==> config.mk <==
export PLATFORM = sky130hd
export DESIGN_NAME = polygon_chunk_index_parser_flat
export DESIGN_NICKNAME = d
export VERILOG_FILES = /design/src/design/pcip_pkg.sv /design/src/design/pcip_if.sv /design/src/design/pcip_in_stage.sv /design/src/design/pcip_parser.sv /design/src/design/pcip_out_stage.sv /design/src/design/polygon_chunk_index_parser.sv /design/src/flat_wrapper.sv
export SDC_FILE = /design/constraint.sdc
export NUM_CORES = 1
export LEC_CHECK = 0
export BUFFER_PORTS_ARGS = -buffer_cell sky130_fd_sc_hd__buf_2
export CORE_MARGIN = 8
export CORE_UTILIZATION = 40
export CTS_BUF_LIST = sky130_fd_sc_hd__clkbuf_16
export CTS_CLUSTER_SIZE = 10
export DETAILED_ROUTE_END_ITERATION = 16
export HOLD_SLACK_MARGIN = 0.08
export PLACE_DENSITY_LB_ADDON = 0.08
export REMOVE_ABC_BUFFERS = 1
export SLEW_MARGIN = 20
export SYNTH_ARGS = -nofsm -noshare
export SYNTH_HDL_FRONTEND = slang
export SYNTH_SLANG_ARGS = --single-unit
export TNS_END_PERCENT = 5
==> constraint.sdc <==
create_clock -name clk_i -period 7 [get_ports clk_i]
set_input_delay 0.7 -clock clk_i [delete_from_list [all_inputs] [get_ports clk_i]]
set_output_delay 0.7 -clock clk_i [all_outputs]
set_load 0.05 [all_outputs]
==> src/design/pcip_pkg.sv <==
// Package for the polygon chunk index parser.
// Field widths, configuration register codes and the result record type.
// No dependencies; every other design file imports this package.
package pcip_pkg;

  localparam int unsigned WordW       = 16;
  localparam int unsigned ChunkBytesW = 32;
  localparam int unsigned KindW       = 2;
  localparam int unsigned ValueW      = 24;
  localparam int unsigned FlagsW      = 6;
  localparam int unsigned CountW      = 10;
  localparam int unsigned PolyNumW    = 16;
  localparam int unsigned CfgIdxW     = 1;
  localparam int unsigned CfgDataW    = 32;

  localparam logic [ChunkBytesW-1:0] ChunkBytesReset = 32'd4;
  localparam logic [7:0]             LongMark        = 8'hFF;

  // Configuration register indexes
  typedef enum logic [CfgIdxW-1:0] {
    CfgChunkBytes = 1'b0,
    CfgPolyKind   = 1'b1
  } pcip_cfg_idx_e;

  // Chunk kinds
  typedef enum logic [KindW-1:0] {
    KindFace = 2'd0,
    KindBone = 2'd1,
    KindSkip = 2'd2,
    KindRsvd = 2'd3
  } pcip_kind_e;

  // Record kinds
  typedef enum logic {
    RecHeader = 1'b0,
    RecVertex = 1'b1
  } pcip_rec_e;

  typedef struct packed {
    logic [ChunkBytesW-1:0] chunk_bytes;
    logic [KindW-1:0]       poly_kind;
  } pcip_cfg_t;

  typedef struct packed {
    logic                record_kind;
    logic [ValueW-1:0]   value;
    logic [FlagsW-1:0]   poly_flags;
    logic [CountW-1:0]   vertex_slot;
    logic [PolyNumW-1:0] polygon_number;
    logic                is_bone;
    logic                last_in_chunk;
    logic                status;
  } pcip_res_t;

endpackage

==> src/design/pcip_if.sv <==
// Stream interfaces for the polygon chunk index parser: word input and record output.
// Each carries valid, ready and payload. Depends on pcip_pkg.
interface pcip_in_if;
  import pcip_pkg::*;

  logic             valid;
  logic             ready;
  logic [WordW-1:0] data_word;

  modport source (output valid, output data_word, input ready);
  modport sink   (input valid, input data_word, output ready);
endinterface

interface pcip_out_if;
  import pcip_pkg::*;

  logic                valid;
  logic                ready;
  logic                record_kind;
  logic [ValueW-1:0]   value;
  logic [FlagsW-1:0]   poly_flags;
  logic [CountW-1:0]   vertex_slot;
  logic [PolyNumW-1:0] polygon_number;
  logic                is_bone;
  logic                last_in_chunk;
  logic                status;

  modport source (
    output valid, output record_kind, output value, output poly_flags,
    output vertex_slot, output polygon_number, output is_bone,
    output last_in_chunk, output status, input ready
  );
  modport sink (
    input valid, input record_kind, input value, input poly_flags,
    input vertex_slot, input polygon_number, input is_bone,
    input last_in_chunk, input status, output ready
  );
endinterface

==> src/design/pcip_in_stage.sv <==
// Input register of the parser: holds one accepted word until it is processed.
// Depends on pcip_pkg and pcip_in_if.
module pcip_in_stage (
  input  logic                    clk_i,
  input  logic                    rst_ni,
  pcip_in_if.sink                 in_if,
  input  logic                    proc_en_i,
  output logic                    word_valid_o,
  output logic [pcip_pkg::WordW-1:0] word_o
);
  import pcip_pkg::*;

  logic             valid_q, valid_d;
  logic [WordW-1:0] word_q;
  logic             accept;

  // Take a new word when empty or when the held word moves on this cycle
  assign in_if.ready = !valid_q || proc_en_i;
  assign accept      = in_if.valid && in_if.ready;

  always_comb begin
    valid_d = valid_q;
    if (accept) begin
      valid_d = 1'b1;
    end else if (proc_en_i) begin
      valid_d = 1'b0;
    end
  end

  always_ff @(posedge clk_i or negedge rst_ni) begin
    if (!rst_ni) begin
      valid_q <= 1'b0;
    end else begin
      valid_q <= valid_d;
    end
  end

  // Payload register, no reset
  always_ff @(posedge clk_i) begin
    if (accept) begin
      word_q <= in_if.data_word;
    end
  end

  assign word_valid_o = valid_q;
  assign word_o       = word_q;

endmodule

==> src/design/pcip_parser.sv <==
// Parse state and record decode: byte count, vertex count, slot, long-index half
// and polygon counter, updated once per processed word. Depends on pcip_pkg.
module pcip_parser #(
  parameter int unsigned POLY_COUNT_BITS = 16
) (
  input  logic                       clk_i,
  input  logic                       rst_ni,
  input  logic                       proc_en_i,
  input  logic [pcip_pkg::WordW-1:0] word_i,
  input  pcip_pkg::pcip_cfg_t        cfg_i,
  output logic                       res_valid_o,
  output pcip_pkg::pcip_res_t        res_o
);
  import pcip_pkg::*;

  logic [ChunkBytesW-1:0]     bytes_seen_q, bytes_seen_d;
  logic [CountW-1:0]          vleft_q, vleft_d;
  logic [CountW-1:0]          slot_q, slot_d;
  logic [7:0]                 high_half_q, high_half_d;
  logic                       high_pend_q, high_pend_d;
  logic [POLY_COUNT_BITS-1:0] poly_cnt_q, poly_cnt_d;
  logic                       chunk_done_q, chunk_done_d;

  logic [ChunkBytesW:0]   bytes_sum;
  logic [ChunkBytesW-1:0] bytes_next;
  logic                   done_now;
  logic                   last;
  logic [CountW-1:0]      vleft_dec;
  logic [CountW-1:0]      count;
  logic [PolyNumW-1:0]    poly_num;

  // Saturating byte count and end-of-chunk compare
  assign bytes_sum  = {1'b0, bytes_seen_q} + (ChunkBytesW+1)'(2);
  assign bytes_next = bytes_sum[ChunkBytesW] ? '1 : bytes_sum[ChunkBytesW-1:0];
  assign done_now   = chunk_done_q || (bytes_seen_q >= cfg_i.chunk_bytes);
  assign last       = bytes_next >= cfg_i.chunk_bytes;
  assign vleft_dec  = vleft_q - CountW'(1);
  assign count      = word_i[CountW-1:0];

  // Reported polygon number saturates at the field width
  if (POLY_COUNT_BITS > PolyNumW) begin : g_pn_sat
    assign poly_num = (|poly_cnt_d[POLY_COUNT_BITS-1:PolyNumW]) ?
                      '1 : poly_cnt_d[PolyNumW-1:0];
  end else begin : g_pn_ext
    assign poly_num = PolyNumW'(poly_cnt_d);
  end

  // Next state and result record
  always_comb begin
    bytes_seen_d = bytes_seen_q;
    vleft_d      = vleft_q;
    slot_d       = slot_q;
    high_half_d  = high_half_q;
    high_pend_d  = high_pend_q;
    poly_cnt_d   = poly_cnt_q;
    chunk_done_d = chunk_done_q;
    res_valid_o  = 1'b0;
    res_o        = '0;

    if (proc_en_i) begin
      if (done_now) begin
        chunk_done_d = 1'b1;
      end else begin
        bytes_seen_d = bytes_next;
        chunk_done_d = last;
        if (!cfg_i.poly_kind[1]) begin
          if (high_pend_q) begin
            // Second half of a long index
            high_pend_d       = 1'b0;
            vleft_d           = vleft_dec;
            slot_d            = slot_q + CountW'(1);
            res_valid_o       = 1'b1;
            res_o.record_kind = RecVertex;
            res_o.value       = {high_half_q, word_i};
            res_o.vertex_slot = slot_q;
            res_o.status      = last && (vleft_dec != '0);
          end else if (vleft_q != '0) begin
            if (word_i[WordW-1 -: 8] == LongMark) begin
              // First half of a long index; shown only if the chunk ends here
              high_half_d = word_i[7:0];
              high_pend_d = 1'b1;
              if (last) begin
                res_valid_o       = 1'b1;
                res_o.record_kind = RecVertex;
                res_o.value       = {word_i[7:0], 16'h0000};
                res_o.vertex_slot = slot_q;
                res_o.status      = 1'b1;
              end
            end else begin
              // Short index
              vleft_d           = vleft_dec;
              slot_d            = slot_q + CountW'(1);
              res_valid_o       = 1'b1;
              res_o.record_kind = RecVertex;
              res_o.value       = ValueW'(word_i);
              res_o.vertex_slot = slot_q;
              res_o.status      = last && (vleft_dec != '0);
            end
          end else begin
            // Count word opens a polygon
            if (!(&poly_cnt_q)) begin
              poly_cnt_d = poly_cnt_q + POLY_COUNT_BITS'(1);
            end
            vleft_d           = count;
            slot_d            = '0;
            res_valid_o       = 1'b1;
            res_o.record_kind = RecHeader;
            res_o.value       = ValueW'(count);
            res_o.poly_flags  = word_i[WordW-1:CountW];
            res_o.status      = last && (count != '0);
          end
          res_o.polygon_number = poly_num;
          res_o.is_bone        = (cfg_i.poly_kind == KindBone);
          res_o.last_in_chunk  = last;
        end
      end
    end
  end

  always_ff @(posedge clk_i or negedge rst_ni) begin
    if (!rst_ni) begin
      bytes_seen_q <= ChunkBytesReset;
      vleft_q      <= '0;
      slot_q       <= '0;
      high_half_q  <= '0;
      high_pend_q  <= 1'b0;
      poly_cnt_q   <= '0;
      chunk_done_q <= 1'b0;
    end else begin
      bytes_seen_q <= bytes_seen_d;
      vleft_q      <= vleft_d;
      slot_q       <= slot_d;
      high_half_q  <= high_half_d;
      high_pend_q  <= high_pend_d;
      poly_cnt_q   <= poly_cnt_d;
      chunk_done_q <= chunk_done_d;
    end
  end

endmodule

==> src/design/pcip_out_stage.sv <==
// Output register of the parser: holds one record until the sink takes it.
// Depends on pcip_pkg and pcip_out_if.
module pcip_out_stage (
  input  logic                clk_i,
  input  logic                rst_ni,
  input  logic                proc_en_i,
  input  logic                res_valid_i,
  input  pcip_pkg::pcip_res_t res_i,
  output logic                free_o,
  pcip_out_if.source          out_if
);
  import pcip_pkg::*;

  logic      valid_q, valid_d;
  pcip_res_t res_q;

  // Register can load when empty or being drained this cycle
  assign free_o  = !valid_q || out_if.ready;
  assign valid_d = free_o ? (proc_en_i && res_valid_i) : valid_q;

  always_ff @(posedge clk_i or negedge rst_ni) begin
    if (!rst_ni) begin
      valid_q <= 1'b0;
    end else begin
      valid_q <= valid_d;
    end
  end

  always_ff @(posedge clk_i) begin
    if (free_o && proc_en_i && res_valid_i) begin
      res_q <= res_i;
    end
  end

  assign out_if.valid          = valid_q;
  assign out_if.record_kind    = res_q.record_kind;
  assign out_if.value          = res_q.value;
  assign out_if.poly_flags     = res_q.poly_flags;
  assign out_if.vertex_slot    = res_q.vertex_slot;
  assign out_if.polygon_number = res_q.polygon_number;
  assign out_if.is_bone        = res_q.is_bone;
  assign out_if.last_in_chunk  = res_q.last_in_chunk;
  assign out_if.status         = res_q.status;

endmodule

==> src/design/polygon_chunk_index_parser.sv <==
// Polygon chunk index parser: takes one 16-bit chunk word per clock while the output
// is not stalled, and emits polygon header and vertex index records. Sustained rate
// is one word per cycle while the sink holds ready; an accepted word waits in the input
// register, is parsed, and its record loads the output register. The rate rests on the
// parse state (byte count, vertex count, slot, long-index half) updating once per word between the two registers.
// Output ready reaches input ready combinationally, through a short and-or path.
// Configuration writes take effect on the next processed word. Depends on pcip_pkg,
// pcip_if, pcip_in_stage, pcip_parser and pcip_out_stage.
module polygon_chunk_index_parser #(
  parameter int unsigned POLY_COUNT_BITS = 16
) (
  input  logic                          clk_i,
  input  logic                          rst_ni,
  input  logic                          cfg_we_i,
  input  logic [pcip_pkg::CfgIdxW-1:0]  cfg_idx_i,
  input  logic [pcip_pkg::CfgDataW-1:0] cfg_wdata_i,
  pcip_in_if.sink                       in_if,
  pcip_out_if.source                    out_if
);
  import pcip_pkg::*;

  pcip_cfg_t        cfg_q;
  logic             word_valid;
  logic [WordW-1:0] word;
  logic             out_free;
  logic             proc_en;
  logic             res_valid;
  pcip_res_t        res;

  // Configuration registers
  always_ff @(posedge clk_i or negedge rst_ni) begin
    if (!rst_ni) begin
      cfg_q.chunk_bytes <= ChunkBytesReset;
      cfg_q.poly_kind   <= KindFace;
    end else if (cfg_we_i) begin
      unique case (pcip_cfg_idx_e'(cfg_idx_i))
        CfgChunkBytes: cfg_q.chunk_bytes <= cfg_wdata_i[ChunkBytesW-1:0];
        CfgPolyKind:   cfg_q.poly_kind   <= cfg_wdata_i[KindW-1:0];
        default: ;
      endcase
    end
  end

  // A held word is processed whenever the output register can take its record
  assign proc_en = word_valid && out_free;

  pcip_in_stage u_in_stage (
    .clk_i        (clk_i),
    .rst_ni       (rst_ni),
    .in_if        (in_if),
    .proc_en_i    (proc_en),
    .word_valid_o (word_valid),
    .word_o       (word)
  );

  pcip_parser #(
    .POLY_COUNT_BITS (POLY_COUNT_BITS)
  ) u_parser (
    .clk_i       (clk_i),
    .rst_ni      (rst_ni),
    .proc_en_i   (proc_en),
    .word_i      (word),
    .cfg_i       (cfg_q),
    .res_valid_o (res_valid),
    .res_o       (res)
  );

  pcip_out_stage u_out_stage (
    .clk_i       (clk_i),
    .rst_ni      (rst_ni),
    .proc_en_i   (proc_en),
    .res_valid_i (res_valid),
    .res_i       (res),
    .free_o      (out_free),
    .out_if      (out_if)
  );

endmodule
==> src/flat_wrapper.sv <==
// flat-port wrapper written by rule: the top's interface ports become plain ports
module polygon_chunk_index_parser_flat import pcip_pkg::*;
#(
  parameter int unsigned POLY_COUNT_BITS = 16
)
  (clk_i, rst_ni, cfg_we_i, cfg_idx_i, cfg_wdata_i, in_if_valid, in_if_data_word, in_if_ready, out_if_valid, out_if_record_kind, out_if_value, out_if_poly_flags, out_if_vertex_slot, out_if_polygon_number, out_if_is_bone, out_if_last_in_chunk, out_if_status, out_if_ready);
  pcip_in_if in_if_i ();
  pcip_out_if out_if_i ();
  input  logic clk_i;
  input  logic rst_ni;
  input  logic cfg_we_i;
  input  logic [pcip_pkg::CfgIdxW-1:0] cfg_idx_i;
  input  logic [pcip_pkg::CfgDataW-1:0] cfg_wdata_i;
  input wire logic [$bits(in_if_i.valid)-1:0] in_if_valid;
  input wire logic [$bits(in_if_i.data_word)-1:0] in_if_data_word;
  output wire logic [$bits(in_if_i.ready)-1:0] in_if_ready;
  output wire logic [$bits(out_if_i.valid)-1:0] out_if_valid;
  output wire logic [$bits(out_if_i.record_kind)-1:0] out_if_record_kind;
  output wire logic [$bits(out_if_i.value)-1:0] out_if_value;
  output wire logic [$bits(out_if_i.poly_flags)-1:0] out_if_poly_flags;
  output wire logic [$bits(out_if_i.vertex_slot)-1:0] out_if_vertex_slot;
  output wire logic [$bits(out_if_i.polygon_number)-1:0] out_if_polygon_number;
  output wire logic [$bits(out_if_i.is_bone)-1:0] out_if_is_bone;
  output wire logic [$bits(out_if_i.last_in_chunk)-1:0] out_if_last_in_chunk;
  output wire logic [$bits(out_if_i.status)-1:0] out_if_status;
  input wire logic [$bits(out_if_i.ready)-1:0] out_if_ready;
  assign in_if_i.valid = in_if_valid;
  assign in_if_i.data_word = in_if_data_word;
  assign in_if_ready = in_if_i.ready;
  assign out_if_valid = out_if_i.valid;
  assign out_if_record_kind = out_if_i.record_kind;
  assign out_if_value = out_if_i.value;
  assign out_if_poly_flags = out_if_i.poly_flags;
  assign out_if_vertex_slot = out_if_i.vertex_slot;
  assign out_if_polygon_number = out_if_i.polygon_number;
  assign out_if_is_bone = out_if_i.is_bone;
  assign out_if_last_in_chunk = out_if_i.last_in_chunk;
  assign out_if_status = out_if_i.status;
  assign out_if_i.ready = out_if_ready;
  polygon_chunk_index_parser #(.POLY_COUNT_BITS(POLY_COUNT_BITS)) u_core (.clk_i(clk_i), .rst_ni(rst_ni), .cfg_we_i(cfg_we_i), .cfg_idx_i(cfg_idx_i), .cfg_wdata_i(cfg_wdata_i), .in_if(in_if_i), .out_if(out_if_i));
endmodule
# Word level (Yosys, flattened, before mapping)
# Cells that the tools add are included.
# word_totals
register_bits	190
latch_bits	0
ramBits	0
mem_bits_ro	0
input_bits	54
output_inout_bits	62
elab_cells	96
n_memories	0
# classes
addsub	4
mul	0
div_mod_pow	0
magnitude_cmp	2
n_eq_ne	3
shifts	0
muxes	37
bitwise_logic	5
n_reduce_logical	25
# ops
operator	count
two-way mux 10 bit	10
two-way mux 25 bit	4
two-way mux 16 bit	6
>= comparator 32 bit	2
adder 32 x 2 -> 33 bit, second input constant	1
two-way mux 32 bit	1
nonzero test 10 bit	3
adder 16 x 1 -> 16 bit, second input constant	1
two-way mux 1 bit	16
AND reduction 16 bit	1
adder 10 x 1 -> 10 bit, second input constant	1
subtractor 10 x 1 -> 10 bit, second input constant	1
equality test 8 bit, second input constant	1
logical AND 1 bit	7
AND reduction 2 bit	3
AND reduction 6 bit	1
inverter 1 bit	5
OR reduction 5 bit	1
AND reduction 4 bit	1
logical OR 1 bit	3
inequality test 3 bit, second input constant	1
AND reduction 3 bit	1
OR reduction 3 bit	1
equality test 2 x 1 -> 1 bit, second input constant	1
other kinds (2)	3

# Depth between registers and ports, before layout
# Gate-level depths: netlist of the first run.
# depth
depth_word	11
mapped_depth	17
mapped_depth_nobuf	16

# By module
# Synthesis of the first run repeated with hierarchy kept, for this count alone.
# hier_totals
hier_cells	964
hier_area_um2	10508.8
# by_module_without_submodules
mod	n_inst	cells_per_inst	area_each_um2	seq_area_each_um2
pcip_parser	1	804	6670.1	1953.1
pcip_out_stage	1	65	1861.8	1826.8
polygon_chunk_index_parser	1	75	1442.6	852.1
pcip_in_stage	1	20	534.3	505.5

# Worst setup path after synthesis of the first run
# OpenSTA, ideal clock, no wires.
# synth_path
kind	register to register
start	register u_core.u_parser.bytes_seen_q[2]
end	register u_core.u_out_stage.res_q, in the netlist u_core.u_out_stage.out_if.is_bone, enable pin
setup_ps	515
t_arrival_ps	6009
t_required_ps	6485
setup_slack_ps	476
path_stages_with_launch	14
path_buffers	0
synth_period_minus_slack_ps	6524
path_cell_list	dfstp_2 > nand3_2 > or3_4 > nor3_1 > nand2_1 > nor2_1 > xnor2_1 > nand2_1 > ha_1 > nand4_1 > nor3_1 > a211o_1 > a31oi_2 > a31oi_1
# synth_via
elab_chain_cells	11
elab_cells_between_ends	13
classes_between	add/sub: 1; order compare: 2; mux: 8; reduce/logical: 2
# synth_lines
item	line_no	source
start: declaration	pcip_parser.sv:16	logic [ChunkBytesW-1:0] bytes_seen_q, bytes_seen_d;
start signal: assignment	pcip_parser.sv:122	bytes_seen_q <= ChunkBytesReset;
start signal: assignment	pcip_parser.sv:130	bytes_seen_q <= bytes_seen_d;
adder 32 x 2 -> 33 bit	pcip_parser.sv:33	assign bytes_sum = {1'b0, bytes_seen_q} + (ChunkBytesW+1)'(2);
two-way mux 32 bit	pcip_parser.sv:34	assign bytes_next = bytes_sum[ChunkBytesW] ? '1 : bytes_sum[ChunkBytesW-1:0];
via u_core.u_parser.bytes_next[30]	pcip_parser.sv:25	logic [ChunkBytesW-1:0] bytes_next;
>= comparator 32 bit	pcip_parser.sv:36	assign last = bytes_next >= cfg_i.chunk_bytes;
two-way mux 1 bit	pcip_parser.sv:82	if (last) begin
two-way mux 1 bit	pcip_parser.sv:78	if (word_i[WordW-1 -: 8] == LongMark) begin
two-way mux 1 bit	pcip_parser.sv:77	end else if (vleft_q != '0) begin
two-way mux 1 bit	pcip_parser.sv:67	if (high_pend_q) begin
two-way mux 1 bit	pcip_parser.sv:66	if (!cfg_i.poly_kind[1]) begin
two-way mux 1 bit	pcip_parser.sv:61	if (done_now) begin
two-way mux 1 bit	pcip_parser.sv:60	if (proc_en_i) begin
logical AND 1 bit	pcip_out_stage.sv:30	if (free_o && proc_en_i && res_valid_i) begin
end signal: assignment	pcip_out_stage.sv:31	res_q <= res_i;
end: declaration	pcip_out_stage.sv:15	pcip_res_t res_q;
# The timed path passes the listed nets, and every way through them passes these cells.
# A chain may end at the register's enable or synchronous reset.

# Final worst setup path of the first run
# layout_path
start	register u_core.u_parser.bytes_seen_q[2]
end	register u_core.u_out_stage.res_q, in the netlist u_core.u_out_stage.out_if.poly_flags[5], enable pin
# Same word-level chain as after synthesis.

==> results of run 1 <==
-- cell families (layout without fill, tap and decap cells) --
logic type / count (synthesis) / after routing
compound gates: 208 / 208
fa+ha+maj: 69 / 69
flops: 190 / 190
buf+inv: 85 / 204
mux: 26 / 26
xor+xnor: 50 / 50
simple gates: 365 / 365
-- cell type report --
cell class	count	share of cell area, %
flip-flops and latches	190	43.5
clock inverters	15	1.65
well taps	330	3.50
repair buffers	123	5.41
inverters	49	1.56
clock buffers	17	3.61
multi-input cells	718	40.7
-- state kept, by name, summed over array words and instances, names as in the netlist --
| signal | flops |
|---|---|
| u_core.u_out_stage.out_if.vertex_slot | 10 |
| u_core.u_parser.chunk_done_q | 1 |
| u_core.u_in_stage.word_o | 16 |
| u_core.u_out_stage.out_if.polygon_number | 16 |
| u_core.u_out_stage.out_if.status | 1 |
| u_core.u_parser.poly_cnt_q | 16 |
| u_core.u_parser.high_half_q | 8 |
| u_core.cfg_q | 34 |
| u_core.u_out_stage.out_if.valid | 1 |
| u_core.u_out_stage.out_if.is_bone | 1 |
| u_core.u_parser.bytes_seen_q | 32 |
| u_core.u_out_stage.out_if.poly_flags | 6 |
| u_core.u_parser.slot_q | 10 |
| u_core.u_out_stage.out_if.last_in_chunk | 1 |
| u_core.u_out_stage.out_if.record_kind | 1 |
| u_core.u_in_stage.word_valid_o | 1 |
| u_core.u_parser.high_pend_q | 1 |
| u_core.u_out_stage.out_if.value | 24 |
| u_core.u_parser.vleft_q | 10 |
-- through the flow --
| step | worst slack [ns] | hold slack [ns] | utilization (%) | instances |
|---|---|---|---|---|
| 3_5_place_dp | 1.66 | 0.468 | 44.4 | 1410 |
| 5_1_grt | 1.25 | 0.306 | 46.9 | 1442 |
| 4_1_cts | 1.66 | 0.299 | 46.8 | 1442 |
| 6_report | 1.69 | 0.269 | 46.9 | 1442 |
| 3_3_place_gp | 1.78 | 0.468 | 44.4 | 1410 |
| 2_1_floorplan | 0.238 | 0.404 | - | 957 |
-- power by group through the flow --
| stage | registers, mW | clock network [mW] | logic [mW] |
|---|---|---|---|
| after floorplan | 1.22 | 0 | 0.0926 |
| after global placement | 1.22 | 0 | 0.156 |
| after detailed placement | 1.23 | 0 | 0.158 |
| after CTS | 1.20 | 1.05 | 0.160 |
| after global routing | 1.21 | 1.09 | 0.181 |
| final | 1.20 | 1.02 | 0.154 |
-- worst max-delay path by stage --
stage	slack, ns	depth (start not counted)	endpoint
floorplan	0.24	11	u_core.u_out_stage.out_if.is_bone
global placement	1.78	13	u_core.u_out_stage.out_if.value[16]
detailed placement	1.66	13	u_core.u_out_stage.out_if.value[0]
CTS	1.66	13	u_core.u_out_stage.out_if.poly_flags[5]
global route	1.25	13	u_core.u_out_stage.out_if.vertex_slot[0]
finish	1.69	13	u_core.u_out_stage.out_if.poly_flags[5]
-- per-layer routing --
metal | wire length [um] | global-route usage (%) | share of wire [%] | up-vias
met1 | 11200 | 20.5 | 47 | 3480
met2 | 11500 | 26.6 | 48 | 116
met4 | 306 | 4.59 | 1.3 | 0
met3 | 860 | 2.69 | 3.6 | 19
met5 | 0 | 0 | 0 | -
li1 | - | - | - | 3783
-- worst max-delay path, delay by kind of cell (launching register included) --
family,cells,cell delay [ns]
compound gates,6,1.91
flops,1,0.57
buf+inv,1,0.40
simple gates,5,1.86
fa+ha+maj,1,0.27
-- cell usage in the layout (no fill, tap or decap), drive strengths merged, types with 5 or more instances in the layout --
master  instances
a21oi          64
a22o           10
a31oi          29
and2           33
and3           26
and4            7
buf           123
clkbuf         17
dfrtp         112
edfxtp         76
ha             69
inv            59
mux2           19
mux2i           7
nand2         130
nand2b          5
nand3          28
nand4          19
nor2           65
nor2b           5
nor3           20
nor4           10
o21a            5
o21ai          65
or2             8
xnor2          31
xor2           19
==> flow_metrics.tcl, run 1 <==
set metrics [dict create \
    status "finished, final reports clean" \
    final_area_sq_um 11800 \
    hold_class "in -> async" \
    postSynthAreaPerCell_sq_um 10.4 \
    cp_slowest_cell "nand3_2" \
    leakagePower_nw 5.15 \
    area_delta_synth_final_pct 14.8 \
    power_switching_uw 640 \
    regArea_sq_um 5140 \
    route.detailed.drc 0 \
    crit_top_cell "nand3_2" \
    io_pins 116 \
    finalCritPeriodShare_pct 75.8 \
    crit_fanout 42 \
    ctsResizeCount 0 \
    synth-simple-area-share_pct 18.4 \
    synth_area_leaders "dfrtp_1 27%, edfxtp_1 22%, ha_1 8.4%" \
    ys_ff_latch 190 \
    finClkSkew_ns 0.0147 \
    nFillCells 2404 \
    cts_root_buf "clkbuf_16" \
    synth_xor_area_share_pct 4.26 \
    ys.flop_type "dfrtp_1" \
    cp_data_required_time_ns 7.18 \
    async_flop_share_pct 60.0 \
    cp_cell_sequence "nand3_2 > or3_4 > nor4_4 > nand3_2 > nand2_1 > ha_1 > a21oi_1 > o21ai_0 > a221o_1 > a211o_1 > a31oi_2 > a31oi_4 > buf_4" \
    via_per_inst 5.13 \
    hpwl_mm 17.2 \
    cts_tree "built" \
    cp_slowest_stage_delay_ns 0.72 \
    yosysSeqAreaShare_pct 50.0 \
    hold_buffers 0 \
    drv_slew 0 \
    ir_worst_vdd_v 0.000158 \
    post_cts.repair.setup_buffers 0 \
    gr-total-overflow 0 \
    die-width_um 176 \
    p_clk_share_pct 43.0 \
    grtUsageTotal_pct 15.8 \
    synth_mux_area_share_pct 2.76 \
    r2r_end "u_core.u_out_stage.out_if.poly_flags[5]" \
    wl_per_cell_um 16.5 \
    synth_area_leader_cell "dfrtp_1" \
    synth_commonest_cells "129 x nand2_1, 112 x dfrtp_1, 76 x edfxtp_1" \
    netlist.area_leader.share_pct 27.3 \
    n_antenna_cell 0 \
    powerDensity_nw_per_um2 201 \
    grt_pass1_vias 7410 \
    fmax_ghz 0.188 \
    gp_congestion 0.785 \
    clk_pin_slew_ns 0.08 \
    synthAdderAreaFrac_pct 8.40 \
    slew-limit-headroom_pct 33.3 \
    drt_iter0_drc 404 \
    vias 7398 \
    antenna_found_initial 0 \
    seqPwrFrac_pct 50.5 \
    rsz0062_at_grt "false" \
    hold_viol_final 0 \
    ant_nets 0 \
    p_total_mw 2.38 \
    swShare_pct 26.9 \
    cts_max_level 4 \
    numCtsBuffers 17 \
    cp-startpoint "u_core.u_parser.bytes_seen_q[2]" \
    core_sq_um 25200 \
    syn_inst 993 \
    comb_power_share_pct 6.5 \
    nets 1222 \
    grt_pass1_wl_mm 39.4 \
    start_util_pct 40.8 \
    finalCriticalPeriod_ns 5.31 \
    routed_wl_mm 23.8 \
    setup.worst_path.end_class "register" \
    fp.dieArea_sq_um 31100 \
    ys_warn_count 0 \
    clk_latency_ns 0.44 \
    final.setup.tns_ns 0 \
    chipHeight_um 176 \
    rows 58 \
    placed_cell_area_sq_um 11200 \
    multi_input_area_sq_um 4810 \
    synth_edf_count 76 \
    dr.pass1.iters 5 \
    critPathKind "reg -> reg" \
    startpoint_type "register" \
    r2r_cells 13 \
    arrival_ns 5.49 \
    cap_violations 0 \
    setup_viol 0 \
    r2r_slack_ns 1.69 \
    tightestPinTransition_ns 1.00 \
    io_buffer_count 115 \
    synthesis.area_sq_um 10300 \
    ys_types 71 \
    yosysMostFrequentCell "nand2_1" \
    r2r_start "u_core.u_parser.bytes_seen_q[2]" \
    synth_top_family_by_area "simple AND/OR/NAND/NOR gates" \
    drive_above_1_share_pct 19.0 \
    cts_sinks 190 \
    p_int_mw 1.74 \
    clk_path_buf_depth 2 \
    grt_max_degree 70 \
    synth_compound_gate_area_share_pct 12.6 \
]
(Power assumes the default switching activity.)
==> run 2, diff against run 1 <==
- ABC_AREA: default -> 1
- clock period: 7 -> 4.5 ns (I/O delays scaled with it)
==> run 2 against run 1 <==
  * Non-clock buffer count rose by 3
  * Die area grew 2.7%
  * Total power rose to 2.6 times the previous value
  * Global-route usage rose by 1.8 points
  * Maximum frequency up 30%
  * Synthesized cell count up 25%
  * Final area rose by 3.0%
  * Flip-flop and latch count unchanged
  * Final cell count grew 18%
==> flow_metrics.tcl, run 2 <==
set metrics [dict create \
    status "finished, final reports clean" \
    async_flop_share_pct 60.0 \
    yosysSeqAreaShare_pct 48.5 \
    drive_above_1_share_pct 16.7 \
    busiest_layer "met2" \
    crit_fanout 26 \
    numCtsBuffers 17 \
    dp_slack_ns 0.236 \
    ys_warn_count 0 \
    cts_tree "built" \
    postSynthAreaPerCell_sq_um 8.54 \
    nets 1479 \
    rsz0062_at_grt "false" \
    route.detailed.drc 0 \
    startpoint_type "register" \
    synth_area_leader_cell "dfrtp_1" \
    ir_worst_vdd_v 0.000277 \
    fmax_ghz 0.246 \
    finClkSkew_ns 0.0138 \
    setup.worst_path.end_class "register" \
    hold_class "in -> reg" \
    final_area_sq_um 12200 \
    slew-limit-headroom_pct 31.8 \
    final.setup.tns_ns 0 \
    nFillCells 2608 \
    cts_sinks 190 \
    core_sq_um 26100 \
    hpwl_mm 20.5 \
    cp_slowest_stage_delay_ns 0.55 \
    yosysMostFrequentCell "nand2_1" \
    drv_slew 0 \
    final_cell_mix "270 x nand2_1, 162 x inv_1, 136 x nor2_1, 114 x buf_2, 112 x dfrtp_1" \
    finalCritPeriodShare_pct 90.4 \
    grt_max_degree 63 \
    placed_cell_area_sq_um 11500 \
    io_pins 116 \
    via_per_inst 5.00 \
    clk_path_buf_depth 2 \
    largest_register_ffs 34 \
    chipHeight_um 179 \
    drt_iter0_drc 638 \
    met3_usage_pct 2.99 \
    top_register "u_core.cfg_q" \
    ant_nets 0 \
    tightestPinTransition_ns 1.02 \
    synthesis.area_sq_um 10600 \
    crit_top_cell "nand2_1" \
    antenna_found_initial 0 \
    cp_data_required_time_ns 4.63 \
    gr-total-overflow 0 \
    grt_pass1_wl_mm 44.2 \
    finalCriticalPeriod_ns 4.07 \
    ys_types 44 \
    routed_wl_mm 27.5 \
    clk_latency_ns 0.45 \
    rows 59 \
    cts_max_level 4 \
    hold_viol_final 0 \
    fp.dieArea_sq_um 31900 \
    area_delta_synth_final_pct 14.8 \
    synth_edf_count 76 \
    synth_area_leaders "dfrtp_1 26%, edfxtp_1 22%, nand2_1 9.6%" \
    cts_root_buf "clkbuf_16" \
    wl_per_cell_um 16.2 \
    die-width_um 179 \
    placed_cells 1671 \
    dr.pass1.iters 5 \
    vias 8523 \
    grt_pass1_vias 8267 \
    layout_commonest_cell "nand2_1" \
    grtUsageTotal_pct 17.6 \
    cap_violations 0 \
    setup_ws_ns 0.430 \
    setup_viol 0 \
    gp_congestion 0.900 \
    ys.flop_type "dfrtp_1" \
    holdWs_ns 0.174 \
    cp_slowest_cell "dfstp_2" \
    grtUsageMet2_pct 26.3 \
    cp_cell_sequence "ha_1 > nand3_1 > nor2_1 > inv_1 > nor2_1 > nand2_1 > inv_1 > nand2_1 > nand2_1 > nand3_2 > ha_1 > nand2_1 > nor2_1 > nand2_1 > nor4_2 > nand3_1 > nand3_1 > nand2_1 > nand2_2 > buf_6" \
    synth_commonest_cells "272 x nand2_1, 162 x inv_1, 136 x nor2_1" \
    start_util_pct 40.6 \
    n_antenna_cell 0 \
    ys_ff_latch 190 \
    regArea_sq_um 5140 \
    critPathKind "reg -> reg" \
    grt_util_met1_pct 25.7 \
    stdcell_count 1704 \
    powerDensity_nw_per_um2 509 \
    syn_inst 1240 \
    multi_input_area_sq_um 4660 \
    io_buffer_count 115 \
    arrival_ns 4.20 \
    leakagePower_nw 5.74 \
    clk_pin_slew_ns 0.08 \
    netlist.area_leader.share_pct 26.5 \
]
## run 2: layout make-up
class | count | area share, %
flip-flops and latches | 190 | 42.3
repair buffers | 126 | 5.59
clock buffers | 17 | 3.50
well taps | 335 | 3.45
multi-input cells | 846 | 38.3
inverters | 175 | 5.40
clock inverters | 15 | 1.49
## run 2: path summary, 6_finish.rpt
check                                                start                                  endpoint  slack (ns)  cells past startpoint
max                        u_core.u_parser.bytes_seen_q[2]  u_core.u_out_stage.out_if.vertex_slot[9]        0.43                     20
min                                     in_if_data_word[7]               u_core.u_in_stage.word_o[7]        0.17                      1
max reg2reg                u_core.u_parser.bytes_seen_q[2]  u_core.u_out_stage.out_if.vertex_slot[9]        0.43                     20
min reg2reg                 u_core.u_parser.high_half_q[6]            u_core.u_parser.high_half_q[6]        0.50                      2
max in group asynchronous                           rst_ni          u_core.u_parser.bytes_seen_q[19]        3.01                      3
min in group asynchronous                           rst_ni                          u_core.cfg_q[13]        0.53                      2
## run 2: worst max-delay path: cells and delay by family, from the launching register on
family                     cells  cell delay (ns)
adders and majority gates      2             0.57
buffers and inverters          3             0.58
DFF                            1             0.55
and+or+nand+nor               15             2.04
## run 2: power by group
group | leakage, nW | internal, mW | switching [mW] | total, mW
Clock | 0.296 | 0.762 | 0.811 | 1.57
Sequential | 2.04 | 2.12 | 0.360 | 2.48
Combinational | 3.41 | 0.761 | 1.38 | 2.14
Total | 5.74 | 3.65 | 2.55 | 6.19
## run 2: layer usage
layer	share of wire [%]	wire [um]	vias up
met3	4.0	1100	21
met5	0	0	-
met4	1.5	401	0
met2	44	12100	158
li1	-	-	4349
met1	51	14000	3995
## run 2: kinds of logic after synthesis
kind of cell | share of synthesized area (%)
buffers and inverters | 7.62
xor gates and xnor gates | 1.24
and+or+nand+nor | 24.8
adders and majority gates | 8.15
DFF | 48.5
AOI/OAI and AO/OA | 9.69
## run 2: timing repair
action,CTS,global route
endpoints found under the setup margin,0,67
hold endpoints to repair,37,0
buffers inserted,0,0
gates resized for setup,0,2
hold buffers,1,0
## run 2: stage by stage
step                util [%]  total power, mW
floorplan                  -             4.00
global placement        44.3             4.63
detailed placement      44.3             4.64
CTS                     46.6             6.23
global route            46.7             6.65
finish                  46.7             6.19
==> run 3, diff against run 2 <==
- BUFFER_PORTS_ARGS: -buffer_cell sky130_fd_sc_hd__buf_2 -> default
- CORE_MARGIN: 8 -> default
- DONT_BUFFER_PORTS: default -> 1
==> run 3 against run 2 <==
  * Sequential share of layout area up 1.7 points
  * Sequential power up 4%
  * Worst setup slack worse by 0.13 ns
  * Non-clock buffer count shrank 107
  * Die area down 15%
  * Via count fell by 5.5%
  * Critical path depth shrank 3
  * Hold slack got worse by 0.073 ns
==> flow_metrics.tcl, run 3 (synthesis gave the netlist of run 2 again) <==
set metrics [dict create \
    status "finished, final reports clean" \
    setup_ws_ns 0.297 \
    powerDensity_nw_per_um2 528 \
    critPathKind "reg -> reg" \
    gr-total-overflow 0 \
    stdcell_count 1597 \
    grt_pass1_vias 7565 \
    rows 59 \
    leakagePower_nw 5.35 \
    via_per_inst 5.04 \
    cts_tree "built" \
    top_register "u_core.cfg_q" \
    core_sq_um 26000 \
    fp.dieArea_sq_um 27100 \
    fmax_ghz 0.238 \
    numCtsBuffers 17 \
    grtUsageTotal_pct 20.4 \
    die-width_um 165 \
    routed_wl_mm 26.4 \
    area_delta_synth_final_pct 10.5 \
    final_cell_mix "270 x nand2_1, 162 x inv_1, 136 x nor2_1, 112 x dfrtp_1, 78 x a21oi_1" \
    wl_per_cell_um 16.6 \
    setup_viol 0 \
    clk_pin_slew_ns 0.08 \
    io_buffer_count 0 \
    cts_root_buf "clkbuf_16" \
    dp_slack_ns 0.201 \
    cts_max_level 4 \
    finalCritPeriodShare_pct 93.4 \
    cts_sinks 190 \
    start_util_pct 40.8 \
    ir_worst_vdd_v 0.000261 \
    slew-limit-headroom_pct 35.0 \
    tightestPinTransition_ns 0.975 \
    dr.pass1.iters 6 \
    arrival_ns 4.31 \
    setup.worst_path.end_class "register" \
    grt_pass1_wl_mm 42.7 \
    placed_cells 1557 \
    nets 1372 \
    clk_path_buf_depth 2 \
    startpoint_type "register" \
    finalCriticalPeriod_ns 4.20 \
    layout_commonest_cell "nand2_1" \
    antenna_found_initial 0 \
    drt_iter0_drc 543 \
    drive_above_1_share_pct 9.19 \
    vias 8056 \
    n_antenna_cell 0 \
    largest_register_ffs 34 \
    grt_max_degree 115 \
    ant_nets 0 \
    drv_slew 0 \
    hold_class "in -> reg" \
    nFillCells 2641 \
    clk_latency_ns 0.44 \
    r2r_slack_ns 0.30 \
    finClkSkew_ns 0.0144 \
    hold_viol_final 0 \
    cp_data_required_time_ns 4.61 \
    chipHeight_um 165 \
    hpwl_mm 19.3 \
    cap_violations 0 \
    route.detailed.drc 0 \
    io_pins 116 \
    rsz0062_at_grt "false" \
    crit_fanout 60 \
    post_cts.repair.setup_buffers 0 \
    gp_congestion 0.879 \
]
run 3: cell count changes in the layout (fill, tap and decap cells not counted), sizes merged:
cell,change
clkinv,+2
inv,-2
buf,-113
dlygate4sd3,+6
run 3: worst paths after layout:
kind                                                                     to                       startpoint  cells after the start
worst max-delay path            u_core.u_out_stage.out_if.polygon_number[0]  u_core.u_parser.bytes_seen_q[8]                     17
worst min-delay path                            u_core.u_in_stage.word_o[3]               in_if_data_word[3]                      0
worst max register to register  u_core.u_out_stage.out_if.polygon_number[0]  u_core.u_parser.bytes_seen_q[8]                     17
worst min register to register                              u_core.cfg_q[3]                  u_core.cfg_q[3]                      2
max in group asynchronous                  u_core.u_parser.bytes_seen_q[31]                           rst_ni                      2
min in group asynchronous                                  u_core.cfg_q[13]                           rst_ni                      2
run 3: metal layers:
| layer | wire length, um | GRT usage (%) |
|---|---|---|
| met1 | 13900 | 31.3 |
| met4 | 374 | 5.59 |
| met2 | 11200 | 29.2 |
| met3 | 986 | 3.34 |
| met5 | 0 | 0 |
run 3: where the power goes:
group | switching (mW) | internal [mW] | total (mW)
sequential | 0.455 | 2.13 | 2.58
combinational | 1.26 | 0.739 | 2.00
clock | 0.820 | 0.773 | 1.59
total | 2.54 | 3.64 | 6.18
run 3: repair_timing:
item                                    CTS  global route
endpoints found under the setup margin    0            70
resized for setup                         0             2
endpoints found under the hold margin   116             4
hold buffers                              4             4
run 3: worst max-delay path, stage by stage, from the launching register on:
cell and delay [ns]:
dfrtp_1 0.52, inv_2 0.11, nor3_2 0.30, nand2_2 0.15, nor4_4 0.50, inv_2 0.27, buf_4 0.30, nand3_2 0.12
ha_1 0.14, nand2_1 0.07, nor2_1 0.11, nand2_1 0.10, nor4_2 0.27, nand3_1 0.13, nand3_1 0.15, nand2_1 0.13
nand2_2 0.13, buf_16 0.26
run 3: cell type report:
class	instances	area [sq um]	share of cell area (%)
clock inverters	15	203	1.73
repair buffers	19	200	1.71
clock buffers	17	425	3.64
well taps	335	419	3.58
flip-flops and latches	190	5140	43.9
inverters	175	657	5.61
multi-input cells	846	4660	39.8
run 3: stage by stage:
| step | total power, mW | hold slack (ns) | TNS (ns) | area, sq um | utilization [%] |
|---|---|---|---|---|---|
| 3_5_place_dp | 4.58 | 0.161 | 0 | 11000 | 42.2 |
| 4_1_cts | 6.23 | 0.0801 | 0 | 11600 | 44.8 |
| 6_report | 6.18 | 0.100 | 0 | 11700 | 45.0 |
| 5_1_grt | 6.67 | 0.0811 | 0 | 11700 | 45.0 |
| 2_1_floorplan | 4.00 | 0.154 | -6.08 | 10400 | - |
| 3_3_place_gp | 4.57 | 0.160 | 0 | 11000 | 42.2 |
